### config.mk
export PLATFORM = sky130hd
export DESIGN_NAME = number_literal_base_converter_top
export DESIGN_NICKNAME = d
export VERILOG_FILES = /design/src/rtl/core/nlbc_pkg.sv /design/src/rtl/core/nlbc_parse.sv /design/src/rtl/core/nlbc_emit.sv /design/src/rtl/core/number_literal_base_converter_top.sv
export SDC_FILE = /design/constraint.sdc
export NUM_CORES = 1
export LEC_CHECK = 0
export BUFFER_PORTS_ARGS = -buffer_cell sky130_fd_sc_hd__buf_4
export CAP_MARGIN = 20
export CORE_MARGIN = 5
export CORE_UTILIZATION = 30
export DETAILED_ROUTE_END_ITERATION = 8
export GPL_TIMING_DRIVEN = 0
export PLACE_DENSITY = 0.47
export SYNTH_ARGS = -nofsm -noshare
export SYNTH_HDL_FRONTEND = slang
export SYNTH_SLANG_ARGS = --single-unit
### constraint.sdc
create_clock -name clk -period 6.9 [get_ports clk]
set_input_delay 0.69 -clock clk [delete_from_list [all_inputs] [get_ports clk]]
set_output_delay 0.69 -clock clk [all_outputs]
set_load 0.02 [all_outputs]
### src/rtl/core/nlbc_pkg.sv
// Shared constants and a character helper for the number literal base converter.
package nlbc_pkg;
  localparam logic [1:0] BASE_BIN = 2'd0;
  localparam logic [1:0] BASE_OCT = 2'd1;
  localparam logic [1:0] BASE_DEC = 2'd2;
  localparam logic [1:0] BASE_HEX = 2'd3;

  localparam logic [7:0] CH_ZERO  = 8'h30;
  localparam logic [7:0] CH_SPACE = 8'h20;
  localparam logic [7:0] CH_MINUS = 8'h2D;
  localparam logic [7:0] CH_Q     = 8'h71;

  function automatic logic [7:0] hex_char(input logic [3:0] d);
    hex_char = (d < 4'd10) ? (CH_ZERO + {4'd0, d}) : (8'd55 + {4'd0, d});
  endfunction
endpackage

### src/rtl/core/nlbc_parse.sv
// Per-character accumulation and base detection for one literal.
`default_nettype none
module nlbc_parse
  import nlbc_pkg::*;
(
  input  wire logic        clk,
  input  wire logic        rst,
  input  wire logic        take,
  input  wire logic [7:0]  in_char,
  input  wire logic        is_final,
  output logic             match,
  output logic [1:0]       base,
  output logic [31:0]      value
);
  logic [31:0] bin_acc, oct_acc, dec_acc, hex_acc;
  logic [1:0]  len;
  logic [1:0]  pfx;
  logic [3:0]  ok;
  logic        isdig, isoct, ishex, hexp;
  logic [3:0]  hv;
  logic [1:0]  pfx_n;
  logic [3:0]  ok_n;
  logic [1:0]  len_n;

  always_comb begin
    isdig = (in_char >= 8'd48) && (in_char <= 8'd57);
    isoct = (in_char >= 8'd48) && (in_char <= 8'd55);
    ishex = 1'b1;
    hv = 4'd0;
    if (isdig) hv = in_char[3:0];
    else if (in_char >= 8'd65 && in_char <= 8'd70) hv = 4'(in_char - 8'd55);
    else if (in_char >= 8'd97 && in_char <= 8'd102) hv = 4'(in_char - 8'd87);
    else ishex = 1'b0;
    pfx_n = pfx;
    if (len == 2'd0)
      pfx_n = {(in_char == 8'h30) || (in_char == 8'h4F), in_char == 8'h30};
    else if (len == 2'd1 && !(in_char == 8'h78 || in_char == 8'h58))
      pfx_n[1] = 1'b0;
    ok_n = ok;
    if (!(in_char == 8'h30 || in_char == 8'h31)) ok_n[0] = 1'b0;
    if (!isdig) ok_n[2] = 1'b0;
    if (len == 2'd3 || len == 2'd2) begin
      if (!ishex) ok_n[3] = 1'b0;
    end
    if (!is_final && !isoct) ok_n[1] = 1'b0;
    len_n = (len == 2'd3) ? len : len + 2'd1;
    hexp = (len_n == 2'd3) && pfx_n[1] && ok_n[3];
    match = 1'b1;
    base = BASE_DEC;
    value = dec_acc * 32'd10 + (isdig ? {28'd0, in_char[3:0]} : 32'd0);
    if (hexp) begin
      base = BASE_HEX;
      value = (len >= 2'd2) ? {hex_acc[27:0], hv} : hex_acc;
    end else if (in_char == CH_Q && len_n >= 2'd2 && ok_n[1]) begin
      base = BASE_OCT;
      value = oct_acc;
    end else if (pfx_n[0] && ok_n[0]) begin
      base = BASE_BIN;
      value = {bin_acc[30:0], in_char == 8'h31};
    end else if (!ok_n[2]) begin
      match = 1'b0;
      base = BASE_BIN;
      value = 32'd0;
    end
  end

  always_ff @(posedge clk) begin
    if (rst || (take && is_final)) begin
      bin_acc <= '0; oct_acc <= '0; dec_acc <= '0; hex_acc <= '0;
      len <= '0; pfx <= '0; ok <= '1;
    end else if (take) begin
      bin_acc <= {bin_acc[30:0], in_char == 8'h31};
      dec_acc <= dec_acc * 32'd10 + (isdig ? {28'd0, in_char[3:0]} : 32'd0);
      if (len >= 2'd2) hex_acc <= {hex_acc[27:0], hv};
      oct_acc <= {oct_acc[28:0], isoct ? in_char[2:0] : 3'd0};
      len <= len_n; pfx <= pfx_n; ok <= ok_n;
    end
  end
endmodule
`default_nettype wire

### src/rtl/core/nlbc_emit.sv
// Output sequencer: shifts digits out, decimal by repeated subtract of powers of ten.
`default_nettype none
module nlbc_emit
  import nlbc_pkg::*;
(
  input  wire logic        clk,
  input  wire logic        rst,
  input  wire logic        start,
  input  wire logic        match,
  input  wire logic [1:0]  base,
  input  wire logic [31:0] value,
  input  wire logic [1:0]  opcode,
  output logic             busy,
  output logic             valid,
  input  wire logic        ready,
  output logic [7:0]       out_char,
  output logic             status,
  output logic [1:0]       detected_base,
  output logic [31:0]      number_value,
  output logic             run_end
);
  localparam logic [2:0] S_IDLE = 3'd0;
  localparam logic [2:0] S_PREP = 3'd1;
  localparam logic [2:0] S_DSUB = 3'd2;
  localparam logic [2:0] S_OUT  = 3'd3;

  logic [2:0]  state;
  logic [1:0]  op;
  logic        ok;
  logic [31:0] sh;    // shifting copy or decimal remainder
  logic [5:0]  cnt;
  logic [3:0]  dig;
  logic [3:0]  pidx;
  logic        lead;
  logic [31:0] pw;

  always_comb begin
    unique case (pidx)
      4'd9: pw = 32'd1000000000;
      4'd8: pw = 32'd100000000;
      4'd7: pw = 32'd10000000;
      4'd6: pw = 32'd1000000;
      4'd5: pw = 32'd100000;
      4'd4: pw = 32'd10000;
      4'd3: pw = 32'd1000;
      4'd2: pw = 32'd100;
      4'd1: pw = 32'd10;
      default: pw = 32'd1;
    endcase
  end

  assign busy = (state != S_IDLE);

  always_ff @(posedge clk) begin
    if (rst) begin
      state <= S_IDLE;
      valid <= 1'b0;
    end else begin
      unique case (state)
        S_IDLE: if (start) begin
          op <= opcode; ok <= match; status <= !match;
          detected_base <= base; number_value <= value; cnt <= '0;
          sh <= value; lead <= 1'b1; pidx <= 4'd9; dig <= '0;
          state <= S_PREP;
        end
        S_PREP: begin
          if (!ok) begin
            out_char <= 8'd0; run_end <= 1'b1; valid <= 1'b1; state <= S_OUT;
          end else if (op == BASE_DEC) begin
            if (sh[31]) begin
              sh <= 32'd0 - sh;
              out_char <= CH_MINUS; run_end <= 1'b0; valid <= 1'b1; state <= S_OUT;
            end else state <= S_DSUB;
          end else begin
            unique case (op)
              BASE_BIN: begin
                if (cnt[5:0] == 6'd8 || cnt == 6'd17 || cnt == 6'd26 || cnt == 6'd35) begin
                  out_char <= CH_SPACE;
                end else begin
                  out_char <= sh[31] ? 8'h31 : 8'h30; sh <= {sh[30:0], 1'b0};
                end
                run_end <= (cnt == 6'd35);
              end
              BASE_OCT: begin
                if (cnt == 6'd0) begin
                  out_char <= CH_ZERO + {6'd0, sh[31:30]}; sh <= {sh[29:0], 2'b0};
                end else begin
                  out_char <= CH_ZERO + {5'd0, sh[31:29]}; sh <= {sh[28:0], 3'b0};
                end
                run_end <= (cnt == 6'd10);
              end
              default: begin
                out_char <= hex_char(sh[31:28]); sh <= {sh[27:0], 4'b0};
                run_end <= (cnt == 6'd7);
              end
            endcase
            cnt <= cnt + 6'd1; valid <= 1'b1; state <= S_OUT;
          end
        end
        S_DSUB: begin
          // subtract one power of ten a cycle; digit done when it no longer fits
          if (sh >= pw) begin
            sh <= sh - pw; dig <= dig + 4'd1;
          end else begin
            if (!lead || dig != 4'd0 || pidx == 4'd0) begin
              lead <= 1'b0;
              out_char <= CH_ZERO + {4'd0, dig};
              run_end <= (pidx == 4'd0);
              valid <= 1'b1; state <= S_OUT;
            end
            dig <= '0;
            if (pidx != 4'd0) pidx <= pidx - 4'd1;
          end
        end
        S_OUT: if (ready) begin
          valid <= 1'b0;
          if (run_end) state <= S_IDLE;
          else if (op == BASE_DEC) state <= S_DSUB;
          else state <= S_PREP;
        end
        default: state <= S_IDLE;
      endcase
    end
  end
endmodule
`default_nettype wire

### src/rtl/core/number_literal_base_converter_top.sv
// Top level of the number literal base converter.
// Usage: feed an ASCII literal one character per item on the input channel
// (in_char, is_final, opcode; in_valid/in_ready). Non-final characters are
// taken in one cycle each and produce nothing. The final character selects
// the target base through opcode; the block detects the source base and
// then sends the value as a run of ASCII characters on the output channel
// (out_valid/out_ready), run_end high on the last one. While a run is being
// formed or sent in_ready is low.
// Binary, octal and hex runs hold 36, 11 or 8 characters; decimal
// digits come from a shared subtract-and-compare unit stepping
// through powers of ten. A literal that matches no base gives one result.
// A receiver stall holds the current character unchanged in the output
// register. Reset clears all literal state and drops any run in progress.
`default_nettype none
module number_literal_base_converter_top
  import nlbc_pkg::*;
(
  input  wire logic        clk,
  input  wire logic        rst,
  input  wire logic        in_valid,
  output logic             in_ready,
  input  wire logic [7:0]  in_char,
  input  wire logic        is_final,
  input  wire logic [1:0]  opcode,
  output logic             out_valid,
  input  wire logic        out_ready,
  output logic [7:0]       out_char,
  output logic             status,
  output logic [1:0]       detected_base,
  output logic [31:0]      number_value,
  output logic             run_end
);
  logic        take, busy, match;
  logic [1:0]  base;
  logic [31:0] value;

  assign in_ready = !busy;
  assign take = in_valid && in_ready;

  nlbc_parse u_parse (
    .clk, .rst, .take, .in_char, .is_final, .match, .base, .value
  );

  nlbc_emit u_emit (
    .clk, .rst, .start(take && is_final), .match, .base, .value, .opcode,
    .busy, .valid(out_valid), .ready(out_ready), .out_char, .status,
    .detected_base, .number_value, .run_end
  );
endmodule
`default_nettype wire
# Word-level counts from Yosys, hierarchy flattened
# Memory sizes are Yosys's and may differ from the RTL's. A register that Yosys moved wholly into a read port is not among the register bits.
# Cells that the tools add are included.
# word_totals
regBits,233
mem_bits_ro,480
input_bits,15
out_inout_bits,46
elab_cells,225
n_memories,1
# op_classes
add_sub_neg,14
n_mul,1
order_cmp,11
eq_ne,32
n_mux,89
bitwise_logic,1
n_reduce_logical,53
# memory_table
name,depth,width,rd,rd_ports_with_merged_regs,write_ports,line,source
(no name shown),16,30,1,1,0,nlbc_emit.sv:38,unique case (pidx)
# op_table
cell,count
$mux 32,12
$pmux 32 s3,1
$mux 8,8
$pmux 32 s2,1
$mux 4,10
$add 32x32->32,1
$eq 8x7->1 const B,4
$ge 32x32->1,1
$mul 32x3->31 const B,1
$mux 1,32
$pmux 8 s2,2
$sub 1x32->32 const A,1
$sub 32x32->32,1
$reduce_and 5->1,5
$add 6x4->7 const A,3
$mux 3,7
$mux 6,3
$eq 8x6->1 const B,2
$ge 8x7->1 const B,2
$le 8x6->1 const B,2
$le 8x7->1 const B,2
$pmux 4 s2,2
$logic_and 1x1->1,13
$eq 6x4->1 const B,2
42 further kinds,83

# Longest topological paths before layout
# Gate-level depths: netlist of the first run.
# logic_depth
word_depth,11
mapped_depth,18
mapped_depth_nobuf,18

# By module
# A second synthesis of the first run with hierarchy kept.
# unflattened
hier_cells,2140
area_unflattened_um2,17822.1
# modules_own_cells
mod,n_inst,cells_per_inst,area_each_um2
nlbc_emit,1,1070,9064.9
nlbc_parse,1,1067,8738.4
number_literal_base_converter_top,1,3,18.8

# Worst setup path before layout of the first run
# OpenSTA, ideal clock, no wires.
# synth_timing
path_type,input to register
from,in in_char[0]
to,"reg u_emit.sh[23], data pin"
setup_time_ns,0.260
arrival_ns,4.151
required_ns,6.640
path_slack_ns,2.489
path_stages,17
path_buffers,0
cell_sequence,inv_1 ha_1 o21bai_1 a2111oi_2 and2_1 ha_1 inv_1 fa_1 nor2b_1 o2111ai_1 nor3_1 nand4_4 nor3_4 nand3_1 xor2_1 a21oi_1 mux2_2
# synth_via
elab_chain_len,11
# synth_rtl
item,line,source
"start, declared",number_literal_base_converter_top.sv:22,"input wire logic [7:0] in_char,"
branches (longest 8 deep; another with $add 32x32->32),-,
$mux 32 (*),nlbc_parse.sv:51,if (hexp) begin
net u_emit.value[23],nlbc_emit.sv:11,"input wire logic [31:0] value,"
$mux 32 (*),nlbc_emit.sv:60,S_IDLE: if (start) begin
$pmux 32 s3 (*),nlbc_emit.sv:59,unique case (state)
"end signal, assigned",nlbc_emit.sv:71,sh <= 32'd0 - sh;
"end signal, assigned",nlbc_emit.sv:80,"out_char <= sh[31] ? 8'h31 : 8'h30; sh <= {sh[30:0], 1'b0};"
"end signal, assigned",nlbc_emit.sv:86,"out_char <= CH_ZERO + {6'd0, sh[31:30]}; sh <= {sh[29:0], 2'b0};"
"end, declared",nlbc_emit.sv:30,logic [31:0] sh;
# Mark *: on every way through the listed nets, which the timed path passes. The select of a mux whose other input is x is not followed.
# A chain may end at the register's enable or synchronous reset.

# Worst setup path after layout of the first run
# layout_timing
from,in in_char[0]
to,"reg u_emit.sh[31], data pin"
# The elaborated chain is that of the path after synthesis.

==> results.cfg, run 1 <==
[outcome]
outcome = finished, final reports clean

[cts]
cts-hold-fix-buffers = 0
htreeDepth = 1
cts_buffers = 29
clockBufferDepth = 3
cts_tree = yes
clock_sinks = 249
root_buffer = clkbuf_16
cts_setup_buffers = 0
clkTransAtPathRegs_ps = 60
ctsResizeCount = 0
clock_latency_ps = 580

[synthesis]
ys_seq_area_frac = 0.342
ys_types = 110
ys_warn_count = 0
synth-main-ff-cell = dfxtp_1
synth_edf_count = 93
synth.avg_cell_area_sq_um = 8.15
synth_fp_nets = 2249
netlist_area_sq_um = 17300
synth-seq-cells = 249
syn_inst = 2120
synth_async_sr_flop_share = 0

[placed_design]
dp_cells = 2944
dp_worst_setup_slack_ps = 1180
port_buffers = 57
gp_congestion = 0.882
dp_hpwl_microns = 48600

[worst_setup_path]
worst_setup_path_start_kind = input pin
cpMaxStageDelayCell = a2111oi_2
r2r_slack_ps = 2090
arrival_ps = 5430
worstPathCellList = buf_4 > inv_1 > ha_1 > o21bai_1 > a2111oi_2 > and2_1 > ha_1 > inv_1 > fa_1 > nor2b_1 > o2111ai_1 > nor3_1 > nand4_4 > nor4_1 > nand4_1 > xnor2_1 > o21ai_1 > a2bb2oi_1
critPathMaxFanout = 9
path_class = input pin to flip-flop
end_kind = flip-flop
max_stage_delay_ps = 800
required_ps = 7220

[global_routing]
grt_max_degree = 32
grt_pass1_wl_microns = 92300
grt.overflow.total = 0
grt_usage = 0.186
antenna_found_initial = 0
grt_pass1_vias = 15600

[timing]
slew-limit-headroom = 0.313
final-setup-viol-count = 0
tns_ps = 0
fin_crit_ps = 5110
clock_skew_ps = 14.9
rsz0062_at_grt = no
fin_ws_ps = 1790
finalMaxSlewViolations = 0
worst_pin_slew_ps = 1020
min_period_over_period = 0.741
hold_viol_final = 0
timing.fmax_mhz = 196

[floorplan]
num_rows = 88
die_height_microns = 250
die_area_sq_um = 62500
dieWidth_microns = 250
core_sq_um = 57400
initial_core_util = 0.301
ios = 61

[route]
post-route-drc-count = 0
route.vias.total = 15900
routedWlPerCell_microns = 20.2
antenna_left = 0
drt_iter0_markers = 1206
viasPerCell = 5.31
wl_microns = 60700
dr.pass1.iters = 5

[cells_and_area]
layout_commonest_cell = nand2_1
diodes = 0
final_cell_mix = 372 x nand2_1, 200 x a21oi_1, 172 x nor2_1
drive_gt1_frac = 0.0846
synthToLayoutAreaGrowth_pct = 14.2
fin_nets = 2341
fin_cells = 3000

[power]
ir_worst_vdd_v = 0.000157
power_density_nw_per_um2 = 363
total_power_uw = 7170
leakage_uw = 0.00726

[job]
cap_violations = 0

[worst_hold_path]
min_path_type = input pin to flip-flop
==> final timing paths <==
check,endpoint,depth (start not counted),start
setup / recovery,u_emit.sh[31],18,in_char[0]
hold / removal,u_emit.op[0],1,opcode[0]
setup reg to reg,u_emit.pw[8],16,u_emit.sh[0]
hold reg to reg,u_parse.hex_acc[26],2,u_parse.hex_acc[26]
==> metrics by stage <==
| step | hold WS (ps) | area [sq um] | utilization |
|---|---|---|---|
| finish | 297 | 19700 | 0.344 |
| global route | 273 | 19700 | 0.344 |
| CTS | 266 | 19700 | 0.344 |
| detailed placement | 442 | 18700 | 0.326 |
| global placement | 441 | 18700 | 0.326 |
| floorplan | 431 | 17300 | - |
==> cell usage after synthesis (14+ instances only) <==
| cell | count | share of area |
|---|---|---|
| mux2i_1 | 38 | 0.022 |
| o21a_1 | 19 | 0.0083 |
| a222oi_1 | 14 | 0.0081 |
| a22oi_1 | 14 | 0.0061 |
| a211oi_1 | 25 | 0.011 |
| nand4_1 | 18 | 0.0065 |
| nand2b_1 | 14 | 0.0051 |
| nor2_1 | 173 | 0.038 |
| dfxtp_1 | 156 | 0.18 |
| buf_2 | 17 | 0.0049 |
| a21o_1 | 28 | 0.012 |
| o21ai_0 | 124 | 0.036 |
| nor3_1 | 37 | 0.011 |
| xor2_1 | 44 | 0.022 |
| ha_1 | 111 | 0.080 |
| o211ai_1 | 15 | 0.0065 |
| and2_1 | 24 | 0.0087 |
| a221oi_1 | 20 | 0.010 |
| nor4_1 | 14 | 0.0051 |
| inv_1 | 88 | 0.019 |
| xnor2_1 | 59 | 0.030 |
| edfxtp_1 | 93 | 0.16 |
| nand2_1 | 372 | 0.081 |
| clkbuf_1 | 104 | 0.023 |
| a21oi_1 | 200 | 0.058 |
| nand3_1 | 36 | 0.010 |
==> cell families after synthesis <==
group / after synthesis / synth area share
simple gates: 772 / 0.207
compound gates: 608 / 0.234
flops: 249 / 0.342
buf+inv: 227 / 0.0512
fa+ha+maj: 114 / 0.0838
xor+xnor: 107 / 0.0566
mux: 42 / 0.0246
other cells: 1 / 0.000217
==> worst max-delay path, delay by kind of cell <==
family          cells  cell delay, ps
compound gates      5            1540
xor+xnor            1             370
fa+ha+maj           3             790
buf+inv             3             360
simple gates        6            1670
==> metal layers <==
layer,routed length (microns),track usage
met1,26100,0.237
met5,0,0
met4,2580,0.0705
met2,29200,0.328
met3,2770,0.0177
==> final cells by class <==
cell class | instances | area, sq um
Timing Repair Buffer | 61 | 470
Tap cell | 765 | 957
Buffer | 136 | 543
Sequential cell | 249 | 5920
Clock inverter | 14 | 149
Clock buffer | 40 | 862
Inverter | 91 | 342
Fill cell | 6052 | 37600
Multi-Input combinational cell | 1644 | 10500
==> registers in the layout, indices dropped and copies added, names as in the netlist, 4 cells and up <==
register,count
u_parse.oct_acc,32
u_emit.pidx,4
u_emit.pw,23
u_emit.sh,32
u_emit.number_value,32
u_parse.ok,4
u_parse.hex_acc,28
u_emit.dig,4
u_parse.dec_acc,31
u_emit.out_char,7
u_emit.cnt,6
u_parse.bin_acc,31
==> power by group <==
group          switching, uW  internal (uW)  total, uW
clock network            662            957       1620
registers                243           1820       2060
logic                   2260           1230       3490
Note: power is estimated with default switching activity, not from simulation.
==> run 2: changes to the inputs <==
clock period = 4.82 ns   (was 6.9 ns; I/O delays follow)
==> run 2 against run 1 <==
Against the previous run: register-to-register slack got worse by 1800 ps; via count up 0.26%; cell area grew 0.35%; sequential share of layout area down 0.11 points; cell count grew 0.13%; global-route usage barely moved; critical path depth decreased by 2; non-clock buffer count rose by 4; total power rose by 43%.
==> results.cfg, run 2 (synthesized netlist as in run 1, its figures left out) <==
[outcome]
outcome = finished, final reports clean

[worst_setup_path]
worst_setup_path_start_kind = flip-flop
r2r_slack_ps = 290
r2r_end = u_emit.pw[8]
path_class = flip-flop to flip-flop
end_kind = flip-flop
worst_r2r_startpoint = u_emit.sh[0]
max_stage_delay_ps = 510
arrival_ps = 4980
r2r_cells = 16
worstPathCellList = inv_1 > ha_1 > inv_1 > fa_1 > a21o_1 > a21o_1 > a211oi_2 > o21ai_2 > a31oi_4 > o21ai_2 > or3_4 > a21oi_2 > o32ai_4 > ha_1 > nand2_1 > o211ai_1
cpMaxStageDelayCell = edfxtp_1
critPathMaxFanout = 8
required_ps = 5260

[route]
viasPerCell = 5.32
routed-wl-met3_microns = 2840
dr.pass1.iters = 7
antenna_left = 0
route.vias.total = 16000
wl_met2_microns = 29500
top_layer_used = met4
wl_microns = 60900
drt-met1-wl_microns = 26200
drt_iter0_markers = 1191
post-route-drc-count = 0
routedWlPerCell_microns = 20.3

[worst_hold_path]
hold_end = u_emit.op[0]
whs_path_depth = 1
hp-start = opcode[0]
min_path_type = input pin to flip-flop

[floorplan]
num_rows = 88
die_height_microns = 250
initial_core_util = 0.301
die_area_sq_um = 62500
dieWidth_microns = 250
ios = 61
core_sq_um = 57400

[placed_design]
dpl_cell_area_sq_um = 18700
port_buffers = 57
dp_hpwl_microns = 48600
gp_congestion = 0.882

[cts]
clock_sinks = 249
clockBufferDepth = 3
cts_tree = yes
cts-hold-fix-buffers = 0
cts_buffers = 29
clkTransAtPathRegs_ps = 60
clock_latency_ps = 580
root_buffer = clkbuf_16
htreeDepth = 1

[timing]
fin_crit_ps = 4530
clock_skew_ps = 18.9
finalMaxSlewViolations = 0
slew-limit-headroom = 0.312
min_period_over_period = 0.941
whs_ps = 91.0
timing.fmax_mhz = 221
final-setup-viol-count = 0
worst_pin_slew_ps = 1020
hold_viol_final = 0
rsz0062_at_grt = no

[power]
pwr-share-seq = 0.287
ir_worst_vdd_v = 0.000225
power_frac_comb = 0.487
p_switching_uw = 4540
p_sw_frac = 0.441
internal-power_uw = 5740
leakage_uw = 0.00728
power_density_nw_per_um2 = 519
pwr-share-clk = 0.226

[global_routing]
grt.overflow.total = 0
antenna_found_initial = 0
grt_pass1_wl_microns = 92300
grt_pass1_vias = 15600
grt_max_degree = 32
grt_usage = 0.186

[cells_and_area]
largest_registers = u_emit.number_value: 32 flops, u_emit.sh: 32 flops, u_parse.oct_acc: 32 flops
final_area_sq_um = 19800
drive_gt1_frac = 0.0875
final_cell_mix = 372 x nand2_1, 200 x a21oi_1, 172 x nor2_1
layout_commonest_cell = nand2_1
synthToLayoutAreaGrowth_pct = 14.6
diodes = 0
fin_nets = 2345
fillCellCount = 6046

[job]
cap_violations = 0
run 2: repair_timing:
action / 4_1_cts / 5_1_grt
pin swaps: 0 / 2
cloned: 0 / 0
resized for setup: 1 / 4
setup endpoints to repair: 3 / 21
buffers inserted: 0 / 4
run 2: worst max path at each step:
stage                                    from              to  cells after the start
after floorplan                    in_char[0]   u_emit.sh[23]                     17
final                            u_emit.sh[0]    u_emit.pw[8]                     16
after CTS                        u_emit.sh[0]  u_emit.run_end                     14
after global routing      u_parse.dec_acc[15]   u_emit.sh[26]                     13
after detailed placement           in_char[0]   u_emit.sh[23]                     18
after global placement             in_char[0]   u_emit.sh[23]                     18
run 2: power groups by stage:
| stage | Clock (uW) | Sequential [uW] | Combinational, uW |
|---|---|---|---|
| final | 2320 | 2950 | 5010 |
| after detailed placement | 0 | 2980 | 4950 |
| after floorplan | 0 | 2890 | 3550 |
| after global routing | 2470 | 2990 | 5550 |
| after CTS | 2380 | 2940 | 4970 |
| after global placement | 0 | 2990 | 4900 |
run 2: worst max-delay path: cells and delay by family (launching register included):
family / cells / cell delay, ps
AOI/OAI and AO/OA: 9 / 2140
adders and majority gates: 3 / 880
buffers and inverters: 2 / 240
DFF: 1 / 510
and+or+nand+nor: 2 / 620
run 2: cell type report:
type,instances,area [sq um],share of cell area
well taps,765,957,0.0483
inverters,91,342,0.0172
clock inverters,14,149,0.00752
plain buffers,136,543,0.0274
clock buffers,40,862,0.0435
multi-input cells,1644,10500,0.532
flip-flops and latches,249,5920,0.299
repair buffers,65,500,0.0253
run 2: stage by stage:
stage / std cells / total power [uW] / setup slack, ps / util / setup TNS (ps)
floorplan: 2120 / 6440 / 617 / - / 0
global placement: 2942 / 7890 / -649 / 0.326 / -18600
detailed placement: 2944 / 7930 / -690 / 0.326 / -11780
CTS: 2998 / 10300 / 0.810 / 0.344 / 0
global route: 3004 / 11000 / 14.1 / 0.345 / 0
finish: 3004 / 10300 / 286 / 0.345 / 0
run 2: layer usage:
layer / GRT usage / vias to the layer above
met5: 0 / -
met4: 0.0705 / 0
met3: 0.0177 / 96
met2: 0.328 / 439
met1: 0.237 / 7633
li1: - / 7808
